==> config.mk <==
export PLATFORM = sky130hd
export DESIGN_NAME = rx_byte_buffer_ring_linear_core
export DESIGN_NICKNAME = d
export VERILOG_FILES = /design/src/design/rbb_pkg.sv /design/src/design/rbb_ram.sv /design/src/design/rbb_ctrl.sv /design/src/design/rx_byte_buffer_ring_linear_core.sv
export SDC_FILE = /design/constraint.sdc
export NUM_CORES = 1
export LEC_CHECK = 0
export ABC_AREA = 1
export ABC_CLOCK_PERIOD_IN_PS = 2200
export CAP_MARGIN = 25
export CELL_PAD_IN_SITES_DETAIL_PLACEMENT = 1
export CELL_PAD_IN_SITES_GLOBAL_PLACEMENT = 1
export CORE_ASPECT_RATIO = 0.7
export CORE_MARGIN = 1
export CORE_UTILIZATION = 47
export CTS_CLUSTER_DIAMETER = 30
export DETAILED_ROUTE_END_ITERATION = 12
export DONT_BUFFER_PORTS = 1
export GPL_TIMING_DRIVEN = 0
export PLACE_DENSITY_LB_ADDON = 0.3
export SLEW_MARGIN = 25
export SYNTH_ARGS = -nofsm -noshare
export SYNTH_HDL_FRONTEND = slang
export SYNTH_SLANG_ARGS = --single-unit
export TNS_END_PERCENT = 10
==> constraint.sdc <==
create_clock -name clk -period 2.2 [get_ports clk]
set_clock_uncertainty 0.2 [all_clocks]
set_input_delay 0 -clock clk [delete_from_list [all_inputs] [get_ports clk]]
set_output_delay 0 -clock clk [all_outputs]
set_load 0.05 [all_outputs]
==> src/design/rbb_pkg.sv <==
// Shared types, constants and pointer-update functions for the rx byte buffer.
package rbb_pkg;

    localparam int DEPTH  = 32;
    localparam int ADDR_W = $clog2(DEPTH);
    localparam int PTR_W  = 6;

    localparam logic       MODE_RING   = 1'b0;
    localparam logic       MODE_LINEAR = 1'b1;
    localparam logic [7:0] CHAR_NL     = 8'h0A;
    localparam logic [7:0] CHAR_NUL    = 8'h00;

    typedef enum logic [1:0] {
        FUNC_PUT   = 2'd0,
        FUNC_GET   = 2'd1,
        FUNC_LINE  = 2'd2,
        FUNC_FLUSH = 2'd3
    } func_t;

    typedef struct packed {
        func_t      func;
        logic [7:0] data_in;
    } cmd_t;

    typedef struct packed {
        logic [7:0]       data_out;
        logic             valid_res;
        logic             last;
        logic [PTR_W-1:0] fill_count;
    } res_t;

    // one result transaction leaving the controller
    typedef struct packed {
        logic strobe;
        res_t res;
    } res_evt_t;

    typedef struct packed {
        logic [ADDR_W-1:0] slot;
        logic [PTR_W-1:0]  rp;
        logic [PTR_W-1:0]  wp;
    } pop_t;

    typedef struct packed {
        logic              ok;
        logic [ADDR_W-1:0] slot;
        logic [PTR_W-1:0]  wp;
    } push_t;

    // pointer at or past the end is treated as slot 0
    function automatic logic [ADDR_W-1:0] slot_of(logic [PTR_W-1:0] p);
        slot_of = (p < PTR_W'(DEPTH)) ? p[ADDR_W-1:0] : '0;
    endfunction

    function automatic pop_t pop_step(logic [PTR_W-1:0] rp, logic [PTR_W-1:0] wp,
                                      logic mode);
        pop_t             r;
        logic [PTR_W-1:0] n;
        r.slot = slot_of(rp);
        n      = PTR_W'(r.slot) + PTR_W'(1);
        r.rp   = n;
        r.wp   = wp;
        if (mode == MODE_LINEAR && n == wp)
        begin
            r.rp = '0;
            r.wp = '0;
        end
        else if (n >= PTR_W'(DEPTH))
        begin
            r.rp = '0;
        end
        return r;
    endfunction

    function automatic push_t push_step(logic [PTR_W-1:0] wp, logic [PTR_W-1:0] cnt,
                                        logic mode);
        push_t            r;
        logic [PTR_W-1:0] n;
        r.ok   = (cnt < PTR_W'(DEPTH)) &&
                 !(mode == MODE_LINEAR && wp >= PTR_W'(DEPTH));
        r.slot = slot_of(wp);
        n      = PTR_W'(r.slot) + PTR_W'(1);
        if (mode == MODE_RING && n >= PTR_W'(DEPTH))
        begin
            n = '0;
        end
        r.wp = n;
        return r;
    endfunction

endpackage

==> src/design/rbb_ram.sv <==
// Generic single-port-write, single-port-read RAM with registered read data.
module rbb_ram #(
    parameter int WIDTH = 8,
    parameter int DEPTH = 32
) (
    input  logic                     clk,
    input  logic                     we,
    input  logic [$clog2(DEPTH)-1:0] waddr,
    input  logic [WIDTH-1:0]         wdata,
    input  logic [$clog2(DEPTH)-1:0] raddr,
    output logic [WIDTH-1:0]         rdata
);

    logic [WIDTH-1:0] mem [DEPTH];
    logic [WIDTH-1:0] rdata_reg;

    always_ff @(posedge clk)
    begin
        if (we)
        begin
            mem[waddr] <= wdata;
        end
        rdata_reg <= mem[raddr];
    end

    assign rdata = rdata_reg;

endmodule

==> src/design/rbb_ctrl.sv <==
// Sequencer: pointers, fill count, RAM access and result generation.
module rbb_ctrl (
    input  logic                    clk,
    input  logic                    rst_n,
    input  logic                    start,
    input  rbb_pkg::cmd_t           cmd,
    input  logic                    mode,
    output logic                    busy,
    output rbb_pkg::res_evt_t       evt,
    output logic                    mem_we,
    output logic [rbb_pkg::ADDR_W-1:0] mem_waddr,
    output logic [7:0]              mem_wdata,
    output logic [rbb_pkg::ADDR_W-1:0] mem_raddr,
    input  logic [7:0]              mem_rdata
);

    typedef enum logic [3:0] {
        ST_IDLE  = 4'b0001,
        ST_READ  = 4'b0010,
        ST_TAIL  = 4'b0100,
        ST_CLEAR = 4'b1000
    } state_t;

    state_t                      state_reg, state_next;
    logic [rbb_pkg::PTR_W-1:0]   wp_reg, wp_next;
    logic [rbb_pkg::PTR_W-1:0]   rp_reg, rp_next;
    logic [rbb_pkg::PTR_W-1:0]   cnt_reg, cnt_next;
    logic                        line_reg, line_next;
    logic [rbb_pkg::ADDR_W-1:0]  clr_reg, clr_next;
    rbb_pkg::pop_t               pop;
    rbb_pkg::push_t              push;
    logic                        line_end;

    assign pop      = rbb_pkg::pop_step(rp_reg, wp_reg, mode);
    assign push     = rbb_pkg::push_step(wp_reg, cnt_reg, mode);
    assign line_end = (mem_rdata == rbb_pkg::CHAR_NL) || (mem_rdata == rbb_pkg::CHAR_NUL);
    assign busy     = (state_reg != ST_IDLE);

    always_comb
    begin
        state_next = state_reg;
        wp_next    = wp_reg;
        rp_next    = rp_reg;
        cnt_next   = cnt_reg;
        line_next  = line_reg;
        clr_next   = clr_reg;
        mem_we     = 1'b0;
        mem_waddr  = clr_reg;
        mem_wdata  = '0;
        mem_raddr  = pop.slot;
        evt        = '0;

        case (state_reg)
            ST_IDLE:
            begin
                if (start)
                begin
                    case (cmd.func)
                        rbb_pkg::FUNC_PUT:
                        begin
                            evt.strobe        = 1'b1;
                            evt.res.valid_res = push.ok;
                            evt.res.last      = 1'b1;
                            evt.res.fill_count = cnt_reg;
                            if (push.ok)
                            begin
                                mem_we    = 1'b1;
                                mem_waddr = push.slot;
                                mem_wdata = cmd.data_in;
                                wp_next   = push.wp;
                                cnt_next  = cnt_reg + rbb_pkg::PTR_W'(1);
                                evt.res.fill_count = cnt_next;
                            end
                        end
                        rbb_pkg::FUNC_GET, rbb_pkg::FUNC_LINE:
                        begin
                            if (cnt_reg == '0)
                            begin
                                evt.strobe   = 1'b1;
                                evt.res.last = 1'b1;
                            end
                            else
                            begin
                                rp_next    = pop.rp;
                                wp_next    = pop.wp;
                                cnt_next   = cnt_reg - rbb_pkg::PTR_W'(1);
                                line_next  = (cmd.func == rbb_pkg::FUNC_LINE);
                                state_next = ST_READ;
                            end
                        end
                        rbb_pkg::FUNC_FLUSH:
                        begin
                            wp_next      = '0;
                            rp_next      = '0;
                            cnt_next     = '0;
                            clr_next     = '0;
                            state_next   = ST_CLEAR;
                            evt.strobe   = 1'b1;
                            evt.res.last = 1'b1;
                        end
                        default:
                        begin
                            state_next = ST_IDLE;
                        end
                    endcase
                end
            end
            ST_READ:
            begin
                // data for the pop issued last cycle is on the RAM output
                evt.strobe         = 1'b1;
                evt.res.data_out   = mem_rdata;
                evt.res.valid_res  = 1'b1;
                evt.res.fill_count = cnt_reg;
                if (!line_reg || line_end)
                begin
                    evt.res.last = 1'b1;
                    state_next   = ST_IDLE;
                end
                else if (cnt_reg == '0)
                begin
                    state_next = ST_TAIL;
                end
                else
                begin
                    rp_next  = pop.rp;
                    wp_next  = pop.wp;
                    cnt_next = cnt_reg - rbb_pkg::PTR_W'(1);
                end
            end
            ST_TAIL:
            begin
                evt.strobe         = 1'b1;
                evt.res.last       = 1'b1;
                evt.res.fill_count = cnt_reg;
                state_next         = ST_IDLE;
            end
            ST_CLEAR:
            begin
                mem_we = 1'b1;
                if (clr_reg == rbb_pkg::ADDR_W'(rbb_pkg::DEPTH - 1))
                begin
                    state_next = ST_IDLE;
                end
                else
                begin
                    clr_next = clr_reg + rbb_pkg::ADDR_W'(1);
                end
            end
            default:
            begin
                state_next = ST_IDLE;
            end
        endcase
    end

    always_ff @(posedge clk or negedge rst_n)
    begin
        if (!rst_n)
        begin
            state_reg <= ST_IDLE;
            wp_reg    <= '0;
            rp_reg    <= '0;
            cnt_reg   <= '0;
            line_reg  <= 1'b0;
            clr_reg   <= '0;
        end
        else
        begin
            state_reg <= state_next;
            wp_reg    <= wp_next;
            rp_reg    <= rp_next;
            cnt_reg   <= cnt_next;
            line_reg  <= line_next;
            clr_reg   <= clr_next;
        end
    end

    // fill count never exceeds capacity
    a_cnt_range: assert property (@(posedge clk) disable iff (!rst_n)
        cnt_reg <= rbb_pkg::PTR_W'(rbb_pkg::DEPTH))
        else $error("fill count above capacity");

    // RAM is never written while a read is in flight
    a_no_wr_in_read: assert property (@(posedge clk) disable iff (!rst_n)
        mem_we |-> (state_reg == ST_IDLE || state_reg == ST_CLEAR))
        else $error("RAM write during read");

    // flush empties the buffer and starts the clear sweep
    a_flush: assert property (@(posedge clk) disable iff (!rst_n)
        (start && !busy && cmd.func == rbb_pkg::FUNC_FLUSH)
        |=> (cnt_reg == '0 && state_reg == ST_CLEAR))
        else $error("flush did not empty buffer");

    // trailing empty result only after the buffer ran dry
    a_tail_empty: assert property (@(posedge clk) disable iff (!rst_n)
        (state_reg == ST_TAIL) |-> (cnt_reg == '0 && $past(state_reg) == ST_READ))
        else $error("tail result with data left");

endmodule

==> src/design/rx_byte_buffer_ring_linear_core.sv <==
// Top level of the rx byte buffer: mode register, result register, RAM and sequencer.
// Results of put, flush and get on empty pass through the result register only;
//   a popped byte passes the RAM's registered read port, then the result register.
// busy is high, and no transaction is taken, while a get or get-line reads bytes
//   (closing with an empty result if the buffer runs dry) or a flush clears the RAM.
// Reset clears pointers, fill count and control; mode resets to linear; RAM content
//   is undefined until written. Results cannot be stalled by the receiver.
module rx_byte_buffer_ring_linear_core (
    input  logic          clk,
    input  logic          rst_n,
    input  logic          start,
    output logic          busy,
    input  rbb_pkg::cmd_t cmd,
    input  logic          cfg_we,
    input  logic          cfg_wdata,
    output logic          res_strobe,
    output rbb_pkg::res_t res
);

    // buffer mode: ring or linear pointers
    logic mode_reg;

    // registered result port; one transaction per strobe cycle
    logic          res_strobe_reg;
    rbb_pkg::res_t res_reg;

    rbb_pkg::res_evt_t           evt;
    logic                        mem_we;
    logic [rbb_pkg::ADDR_W-1:0]  mem_waddr;
    logic [7:0]                  mem_wdata;
    logic [rbb_pkg::ADDR_W-1:0]  mem_raddr;
    logic [7:0]                  mem_rdata;

    // byte store: written by put and the flush sweep; read data is registered, so it is read ahead of use
    rbb_ram #(
        .WIDTH (8),
        .DEPTH (rbb_pkg::DEPTH)
    ) u_ram (
        .clk   (clk),
        .we    (mem_we),
        .waddr (mem_waddr),
        .wdata (mem_wdata),
        .raddr (mem_raddr),
        .rdata (mem_rdata)
    );

    // sequencer; it only touches the RAM from one state at a time, so a write
    // and a dependent read never land in the same cycle (no forwarding needed)
    rbb_ctrl u_ctrl (
        .clk       (clk),
        .rst_n     (rst_n),
        .start     (start),
        .cmd       (cmd),
        .mode      (mode_reg),
        .busy      (busy),
        .evt       (evt),
        .mem_we    (mem_we),
        .mem_waddr (mem_waddr),
        .mem_wdata (mem_wdata),
        .mem_raddr (mem_raddr),
        .mem_rdata (mem_rdata)
    );

    // mode register: the user must write it only while idle; the block itself does not enforce this
    always_ff @(posedge clk or negedge rst_n)
    begin
        if (!rst_n)
        begin
            mode_reg <= rbb_pkg::MODE_LINEAR;
        end
        else if (cfg_we)
        begin
            mode_reg <= cfg_wdata;
        end
    end

    // output stage: strobe is control, payload needs no reset
    always_ff @(posedge clk or negedge rst_n)
    begin
        if (!rst_n)
        begin
            res_strobe_reg <= 1'b0;
        end
        else
        begin
            res_strobe_reg <= evt.strobe;
        end
    end

    always_ff @(posedge clk)
    begin
        if (evt.strobe)
        begin
            res_reg <= evt.res;
        end
    end

    assign res_strobe = res_strobe_reg;
    assign res        = res_reg;

endmodule

# Word level (Yosys, flattened, before mapping)
# Memory sizes are Yosys's and may differ from the RTL's. A register that Yosys moved wholly into a read port is not among the register bits.
# Index checks and enable logic that the tools add are counted.
op_classes:
  eq_ne: 20
  order_cmp: 6
  n_addsub: 5
  mux: 58
  reduce_logical: 22
  n_bitwise: 2
ops:
  columns: ["cell", "count"]
  rows:
  - ["2-to-1 mux 6 bit", 16]
  - ["one-hot mux 6 bit (2 select lines)", 4]
  - ["2-to-1 mux 5 bit", 9]
  - ["2-to-1 mux 8 bit", 5]
  - ["one-hot mux 6 bit (3 select lines)", 2]
  - ["one-hot mux 7 bit (3 select lines)", 1]
  - ["2-to-1 mux 4 bit", 5]
  - [">= comparator 6 bit (second input constant)", 3]
  - ["< comparator 6 bit (second input constant)", 3]
  - ["AND reduction 4 bit", 4]
  - ["adder 5 x 1 -> 6 bit (second input constant)", 2]
  - ["one-hot mux 4 bit (3 select lines)", 1]
  - ["one-hot mux 5 bit (2 select lines)", 1]
  - ["2-to-1 mux 1 bit", 9]
  - ["== test 8 x 4 -> 1 bit (second input constant)", 1]
  - ["logical NOT 8 bit", 1]
  - ["inequality test 2 bit (second input constant)", 4]
  - ["one-hot mux 1 bit (2 select lines)", 4]
  - ["one-hot mux 4 bit (2 select lines)", 1]
  - ["adder 6 x 1 -> 6 bit (second input constant)", 1]
  - ["== test 6 bit", 1]
  - ["logical NOT 6 bit", 1]
  - ["inequality test 3 bit (second input constant)", 2]
  - ["OR reduction 2 bit", 3]
  - ["other kinds (21)", 29]
totals:
  ramBits: 256
  ff_bits: 46
  memories: 1
mem_list:
  columns: ["name", "words", "width", "read_ports", "rd_clocked_by_memory_dff", "wr", "line", "rtl"]
  rows:
  - ["u_ram.mem", 32, 8, 1, 1, 1, "rbb_ram.sv:14", "logic [WIDTH-1:0] mem [DEPTH];"]

# Longest topological paths before layout
# Gate-level depths: netlist of the first run.
logic_depth:
  depth_word: 10
  depth_mapped: 17
  mapped_depth_nobuf: 15

# Hierarchy
# A second synthesis of the first run with hierarchy kept.
hier_totals:
  hier_cells: 1304
  area_unflattened_um2: 13696.9
by_module_without_submodules:
  columns: ["mod", "instances", "cells_per_inst", "seq_area_each_um2", "area_each_um2"]
  rows:
  - ["rbb_ram", 1, 922, 7847.5, 10786.6]
  - ["rbb_ctrl", 1, 360, 701.9, 2363.5]
  - ["rx_byte_buffer_ring_linear_core", 1, 22, 531.8, 546.8]

# Worst setup path before layout of the first run
# Ideal clock, no wire load.
synth_path:
  kind: "register -> register"
  start: "register u_ctrl.state_reg[2]"
  end: "memory u_ram.mem[0][0] (data pin)"
  period_less_slack_ps: 2564
  setup_slack_ps: -364
  required_time_ps: 1649
  path_stages_with_launch: 7
  arrival_time_ps: 2013
  path_cell_list: "dfrtp_1 -> nor2_4 -> nand3_4 -> nor2_8 -> nand3_4 -> buf_6 -> nor2_1"
synth_between:
  elab_chain_cells: 2
synth_rtl:
  columns: ["item", "line", "rtl"]
  rows:
  - ["start, declared", "rbb_ctrl.sv:24", "state_t state_reg, state_next;"]
  - ["start signal, assigned", "rbb_ctrl.sv:170", "state_reg <= state_next;"]
  - ["== test 4 x 1 -> 1 bit", "rbb_ctrl.sv:53", "case (state_reg)"]
  - ["2-to-1 mux 8 bit", "rbb_ctrl.sv:53", null]
  - ["net mem_wdata[0]", "rx_byte_buffer_ring_linear_core.sv:30", "logic [7:0] mem_wdata;"]
  - ["end, declared", "rbb_ram.sv:14", null]
# The timed path passes the listed nets, and every way through them passes these cells.

# Final worst setup path of the first run
layout_path:
  start: "register u_ctrl.state_reg[2]"
  end: "memory u_ram.mem[23][6] (enable)"
layout_between:
  elab_chain_cells: 4
layout_rtl:
  columns: ["item", "line", "rtl"]
  rows:
  - ["== test 4 bit / == test 4 x 1 -> 1 bit (equally long branches)", "rbb_ctrl.sv:53", null]
  - ["one-hot mux 1 bit (2 select lines)", "rbb_ctrl.sv:53", null]
  - ["2-to-1 mux 1 bit", "rbb_ram.sv:19", "if (we)"]
  - ["2-to-1 mux 1 bit (implied by the code)", "rbb_ram.sv:21", "mem[waddr] <= wdata;"]
# Several ways; a longest one is shown, not always the timed one.

==> results by group, run 1 <==
Cells and area
  • Max reg flops: 256
  • Ratio of cells with drive above 1 in the final layout: about 33%
  • Multi-input logic area: 4602 µm²
  • Final Cell Area: between 15000 and 20000 µm²
  • FILL cells: between 2k and 3k
  • FF+latch area: just over 9000 µm²
  • Synth-to-layout area growth: 30.73%
  • # diodes: 0
  • Final #Nets: between 1k and 1.5k
  • Finished Layout Cells: 1686

Place
  • IO Port Bufs: 0
  • GP Congestion: a little under 0.9
  • Dpl cells: 1513
  • Area after DPL: approximately 14000 µm²
  • Final HPWL DP: ~28000 µm

Die
  • # rows: 51
  • Core Region: about 28000 µm²
  • Starting density of the core: roughly 48%
  • Die ar.: 29590 µm²
  • Chip width: around 210 µm
  • IO Pins: 33
  • Die height: between 100 and 150 µm

Yosys
  • Synth Area per Inst: around 12 µm²
  • Post-Syn Area: about 14000 µm²
  • FFs w/ async S/R, synth: around 9.7%
  • Simple logic cell fraction of the synthesized area: roughly 18%
  • Syn Inst Count: roughly 1.1k
  • Largest cells by area after synthesis: edfxtp_1 (60%), o211ai_1 (7.1%), or2_2 (5.3%), dfrtp_1 (5.2%), nand3_1 (5.0%)
  • Flops & latches, synth: 310
  • Synth Area in Compound Gates: a little under a tenth
  • Cell variety after synth: 38
  • Yosys warning count: 0
  • Count leader, synth: edfxtp_1
  • Syn_nets: 1165
  • Main combinational cell family by area after synthesis: simple AND/OR/NAND/NOR gates
  • Synth Area in Adders: ~1%
  • Largest area contributor in the netlist: edfxtp_1
  • Number of enable flip-flop cells after synthesis: around 270
  • Mux cell area share after synthesis: less than 1%
  • Synth cell count leaders: edfxtp_1 (272), nand3_1 (135), nand2_1 (132)
  • Main synth FF type: edfxtp_1
  • Synth Area in XOR/XNOR: less than 1%
  • Synth top area share: between 60 and 70%
  • Post-synthesis sequential area ratio: approximately two thirds

Route
  • WL final: 48860 µm
  • DR vias: around 10k
  • Via/cell ratio: between 6 and 7
  • DR iter-0 viols: about 1.1k
  • DRC: 0
  • Wire per inst: just under 30 µm
  • Post-route ant nets: 0
  • Total iterations of the first detailed-routing run: 5

Global route
  • First-pass GRT wire length: 68870 µm
  • Overflow after GRT: 0
  • Vias in the first global route: around 11k
  • GR Util All Layers: between 30% and 40%
  • Initial antenna violation count: 0
  • Largest net degree at the start of global routing: 33

Timing
  • Setup TNS: -284.95 ns
  • Setup Viol. Count Final: ~560
  • Final Max Slew Viols: 0
  • Final hold viol count: 0
  • RSZ-0062 raised after global routing: true
  • Slack of the critical path: -0.6504 ns
  • Max_slew headroom: approximately a third
  • WHS: approximately 0.24 ns
  • Worst-Margin Slew: approximately 0.98 ns
  • Final min period: around 2.9 ns
  • F_max: between 300 and 400 MHz
  • Final Cycle Share: 129.6%

Setup path
  • R2R Setup Slk: -0.65 ns
  • Type of origin of the critical path: flip-flop
  • CP required: ~2.3 ns
  • WS Path Type: reg -> reg
  • R2R cell count: 10
  • Critical path arrival: ~2.9 ns
  • Worst Path Max Fanout: 8
  • Setup crit end kind: flip-flop

Power and ir drop
  • Lkg Pwr: 6.414 nW
  • Worst vdd ir: between 0.8 and 0.9 mV
  • PD cells: roughly 1300 nW/µm²

Clocking
  • Clk pin slew, worst setup/hold paths: about 0.060 ns
  • H-Tree Level Count: 2
  • Clk Latency, worst-skew pair: about 0.58 ns
  • CTS Sinks: 310
  • CTS buffer count: 53
  • Clock root buffer: clkbuf_16
  • CTS Buffer Depth: 3
  • TritonCTS clock tree: done

Outcome
  • Status: finished with violations
  • Failing checks: negative setup slack

Run
  • Max_cap viols: 0

Worst hold path
  • Hold WC Path Type: in -> reg
  • Hold depth: 3
[power by group]
| group | total (mW) | switching [mW] | internal, mW |
|---|---|---|---|
| logic | 7.54 | 5.21 | 2.34 |
| clock network | 8.77 | 3.09 | 5.67 |
| registers | 7.58 | 0.670 | 6.91 |
[metrics by stage]
stage          setup WS [ns]  power [mW]  utilization (%)
5_1_grt              -0.7165       24.55            63.23
6_report             -0.6504       23.89            63.23
2_1_floorplan        -0.2411       11.60                -
3_3_place_gp          -1.168       13.45            51.18
3_5_place_dp          -1.138       13.74            51.58
4_1_cts              -0.6137       23.13            62.45
[cell type report]
cell class	instances	area share, %
Buffer	57	1.973
Sequential cell	310	51.16
Inverter	79	1.755
Clock buffer	64	8.232
Tap cell	371	2.615
Multi-Input combinational cell	695	25.92
Clock inverter	36	2.375
Timing Repair Buffer	74	5.969
[cells by family (layout without fill, tap and decap cells)]
kind of cell	count (synthesis)	after routing
DFF	310	310
and+or+nand+nor	490	492
xor gates and xnor gates	7	7
adders and majority gates	11	11
buffers and inverters	136	310
AOI/OAI and AO/OA	183	183
muxes	2	2
[cell usage in the layout, fill, tap and decap left out, types with 22 or more instances in the layout]
master and n:
edfxtp_1 272, o211ai_1 128, nand3_1 125, or2_2 113, nand2_1 104, inv_1 66
clkbuf_16 56, nor2_4 47, buf_12 33, dfrtp_1 27, nor2_1 25, o21ai_0 24
buf_2 22
[timing repair]
| action | CTS | global route |
|---|---|---|
| setup endpoints to repair | 556 | 564 |
| hold endpoints to repair | 314 | 0 |
| hold buffers | 19 | 0 |
| pin swaps | 48 | 41 |
| resized for setup | 98 | 37 |
| setup buffers | 44 | 8 |
| cloned | 0 | 2 |
[path summary, 6_finish.rpt]
path | startpoint | endpoint
max | u_ctrl.state_reg[2] | u_ram.mem[23][6]
min | cmd[3] | u_ram.mem[16][3]
max reg2reg | u_ctrl.state_reg[2] | u_ram.mem[23][6]
min reg2reg | u_ctrl.cnt_reg[4] | u_ctrl.cnt_reg[4]
max in group asynchronous | rst_n | mode_reg
min in group asynchronous | rst_n | u_ctrl.cnt_reg[4]
[worst max-delay path, cell delays in order, from the launching register on]
cell,delay [ns]
dfrtp_1,0.43
nor2_4,0.18
nand3_4,0.25
nor2_8,0.19
nand3_4,0.21
inv_8,0.17
buf_6,0.13
or2_4,0.18
nand3_4,0.10
buf_12,0.18
nor2_4,0.28
[layer usage]
| metal | GRT usage (%) | vias up | routed length, µm |
|---|---|---|---|
| li1 | - | 4392 | - |
| met1 | 45.01 | 5438 | 20420 |
| met2 | 50.57 | 544 | 22870 |
| met3 | 7.999 | 92 | 4399 |
| met4 | 10.64 | 0 | 1171 |
| met5 | 0 | - | 0 |
Note: power is estimated with default switching activity, not from simulation.
==> run 2, diff against run 1 <==
Settings changed: REMOVE_ABC_BUFFERS from default to 1.
==> run 2 against run 1 <==
The flow still finishes with violations (negative setup slack). Register-to-register slack got worse by 0.10 ns. Worst hold slack got worse by 0.14 ns. Flip-flop and latch count unchanged. Final area increased by 1.6%. Worst setup slack got worse by 0.10 ns. Maximum frequency decreased by 3.5%. Critical endpoint is now u_ram.mem[13][0]. Largest cell class unchanged. Largest power group unchanged. Highest routed layer is now met5.
==> results by group, run 2 (same netlist as run 1, synthesis figures left out) <==
Place
  • GP Congestion: 0.8199 (was 0.8861)
  • IO Port Bufs: 0 (unchanged)
  • Area after DPL: 14100 µm² (was 14480 µm²)
  • Final HPWL DP: 22420 µm (was 27530 µm)
  • Dpl cells: 1462 (was 1513)

Timing
  • Final min period: 2.954 ns (was 2.850 ns)
  • Final Cycle Share: 134.3% (was 129.6%)
  • Slack of the critical path: -0.7539 ns (was -0.6504 ns)
  • Final hold viol count: 0 (unchanged)
  • Max_slew headroom: 40.72% (was 34.75%)
  • WHS: 0.09248 ns (was 0.2365 ns)
  • Final Max Slew Viols: 0 (unchanged)
  • RSZ-0062 raised after global routing: true (unchanged)
  • Worst-Margin Slew: 0.8871 ns (was 0.9765 ns)
  • Setup Viol. Count Final: 555 (was 559)
  • F_max: 338.5 MHz (was 350.8 MHz)

Power and ir drop
  • Worst vdd ir: 1.071 mV (was 0.8653 mV)
  • Sw frac: 39.21% (was 37.56%)
  • Switching power: 9.458 mW (was 8.972 mW)
  • Clk pwr share: 34.6% (was 36.7%)
  • Lkg Pwr: 6.502 nW (was 6.414 nW)
  • Comb pwr share: 33.8% (was 31.6%)
  • PD cells: 1338 nW/µm² (was 1346 nW/µm²)
  • Int Pwr: 14.67 mW (was 14.92 mW)
  • Seq pwr share: 31.6% (was 31.7%)

Route
  • WL final: 52570 µm (was 48860 µm)
  • DRC: 0 (unchanged)
  • Via/cell ratio: 6.434 (was 6.208)
  • DR iter-0 viols: 1155 (was 1108)
  • DR vias: 10.75k (was 10.47k)
  • Total iterations of the first detailed-routing run: 5 (unchanged)
  • Post-route ant nets: 0 (unchanged)
  • Wire per inst: 31.48 µm (was 28.98 µm)

Clocking
  • Clk Latency, worst-skew pair: 0.61 ns (was 0.58 ns)
  • Clk pin slew, worst setup/hold paths: 0.05 ns (was 0.06 ns)
  • CTS buffer count: 50 (was 53)
  • H-Tree Level Count: 2 (unchanged)
  • CTS Buffer Depth: 3 (unchanged)
  • Clock root buffer: clkbuf_16 (unchanged)
  • TritonCTS clock tree: done (unchanged)
  • CTS Sinks: 310 (unchanged)

Global route
  • Largest net degree at the start of global routing: 57 (was 33)
  • GR Util All Layers: 35.70% (was 32.56%)
  • Initial antenna violation count: 2 (was 0)
  • Vias in the first global route: 11.09k (was 10.71k)
  • First-pass GRT wire length: 74790 µm (was 68870 µm)
  • Overflow after GRT: 0 (unchanged)

Cells and area
  • Final #Nets: 1283 (was 1296)
  • Most common cell after layout, fill and taps aside: edfxtp_1 (unchanged)
  • Final Util: 64.24% (was 63.23%)
  • Synth-to-layout area growth: 32.81% (was 30.73%)
  • Multi-input logic area: 4643 µm² (was 4602 µm²)
  • Most frequent cells in the layout: edfxtp_1 (272), o211ai_1 (128), nand3_1 (120) (was edfxtp_1 (272), o211ai_1 (128), nand3_1 (125))
  • # diodes: 0 (unchanged)
  • FILL cells: 2649 (was 2701)
  • Max reg flops: 256 (unchanged)
  • Ratio of cells with drive above 1 in the final layout: 33.87% (was 33.00%)
  • Finished Layout Cells: 1670 (was 1686)
  • Final Cell Area: 18040 µm² (was 17750 µm²)
  • FF+latch area: 9085 µm² (was 9082 µm²)

Worst hold path
  • Hold WC Path Type: in -> reg (unchanged)
  • WHS Endpoint: u_ram.mem[16][3] (unchanged)
  • Hold path startpoint: cmd[3] (unchanged)
  • Hold depth: 3 (unchanged)

Setup path
  • Worst Path Max Fanout: 8 (unchanged)
  • WS Path Type: reg -> reg (unchanged)
  • CP peak stage delay: 0.41 ns (was 0.43 ns)
  • Critical path arrival: 3.03 ns (was 2.90 ns)
  • Reg2reg start: u_ctrl.state_reg[3] (was u_ctrl.state_reg[2])
  • CP required: 2.28 ns (was 2.25 ns)
  • Critical Path, Cell by Cell: nor2_4 -> nand3_4 -> nor2_8 -> nand3_4 -> nand2_2 -> o21ai_4 -> buf_4 -> nor2_4 -> nand2_4 -> nor2_4 -> buf_12 (was nor2_4 -> nand3_4 -> nor2_8 -> nand3_4 -> inv_8 -> buf_6 -> or2_4 -> nand3_4 -> buf_12 -> nor2_4)
  • Reg2reg end: u_ram.mem[13][0] (was u_ram.mem[23][6])
  • Type of origin of the critical path: flip-flop (unchanged)
  • Slowest stage cell, crit path: dfrtp_1 (unchanged)
  • R2R cell count: 11 (was 10)
  • Setup crit end kind: flip-flop (unchanged)
  • CP dominant cell by count: nor2_4 (was nand3_4)
  • R2R Setup Slk: -0.75 ns (was -0.65 ns)

Die
  • Core Region: 28080 µm² (unchanged)
  • IO Pins: 33 (unchanged)
  • Die height: 144.2 µm (unchanged)
  • Chip width: 205.2 µm (unchanged)
  • # rows: 51 (unchanged)
  • Die ar.: 29590 µm² (unchanged)
  • Starting density of the core: 48.37% (unchanged)

Run
  • Max_cap viols: 0 (unchanged)

Outcome
  • Status: finished with violations (unchanged)
  • Failing checks: negative setup slack (unchanged)
run 2: cell count changes in the layout (fill, tap and decap cells not counted), sizes merged, moves of 5 or more:
cell / previous run / this run
buf: 87 / 95
inv: 82 / 95
clkbuf: 91 / 53
clkinvlp: 10 / 5
bufbuf: 0 / 6
run 2: cell type report:
cell class              count  share of cell area (%)
repair inverters            3                  0.1457
clock inverters            41                   2.560
flip-flops and latches    310                   50.37
repair buffers            118                   9.691
inverters                  79                   1.915
well taps                 371                   2.574
clock buffers              53                   7.000
multi-input cells         695                   25.74
run 2: worst max-delay path, delay by kind of cell, from the launching register on:
kind	cells	cell delay, ns
AOI/OAI and AO/OA	1	0.10
and+or+nand+nor	8	1.58
buffers and inverters	2	0.33
DFF	1	0.41
run 2: power by group through the flow:
stage	logic, mW	registers, mW	clock network (mW)
global route	8.45	7.64	8.55
global placement	5.15	7.64	0
finish	8.16	7.62	8.35
CTS	7.42	7.57	8.12
floorplan	3.58	7.57	0
detailed placement	5.55	7.67	0
run 2: layer usage:
| metal | vias up | routed length [µm] | track usage (%) |
|---|---|---|---|
| met3 | 218 | 4848 | 7.594 |
| li1 | 4377 | - | - |
| met1 | 5486 | 19630 | 44.92 |
| met5 | - | 15 | 0 |
| met4 | 2 | 2872 | 18.17 |
| met2 | 662 | 25210 | 58.71 |
run 2: repair_timing:
| action | 4_1_cts | 5_1_grt |
|---|---|---|
| gates cloned | 13 | 0 |
| endpoints found under the hold margin | 312 | 0 |
| buffers inserted | 78 | 4 |
| resized for setup | 160 | 18 |
| hold buffers | 19 | 0 |
| pin swaps | 61 | 31 |
| endpoints found under the setup margin | 562 | 563 |
run 2: worst max-delay path by stage:
stage / cells after the start / end / slack, ns / from
2_1_floorplan: 15 / u_ctrl.wp_reg[5] / -2.07 / u_ctrl.rp_reg[5]
3_3_place_gp: 15 / u_ctrl.wp_reg[0] / -5.26 / u_ctrl.rp_reg[5]
3_5_place_dp: 16 / u_ctrl.wp_reg[1] / -1.63 / u_ctrl.rp_reg[5]
4_1_cts: 10 / u_ram.mem[1][2] / -0.55 / u_ctrl.state_reg[3]
5_1_grt: 11 / u_ram.mem[13][2] / -0.77 / u_ctrl.state_reg[3]
6_report: 11 / u_ram.mem[13][0] / -0.75 / u_ctrl.state_reg[3]
run 2: through the flow:
step / setup slack (ns) / TNS (ns) / power [mW]
4_1_cts: -0.5498 / -208.30 / 23.10
6_report: -0.7539 / -281.29 / 24.12
2_1_floorplan: -2.071 / -205.07 / 11.15
3_5_place_dp: -1.634 / -476.64 / 13.22
3_3_place_gp: -5.263 / -792.35 / 12.79
5_1_grt: -0.7684 / -312.44 / 24.65
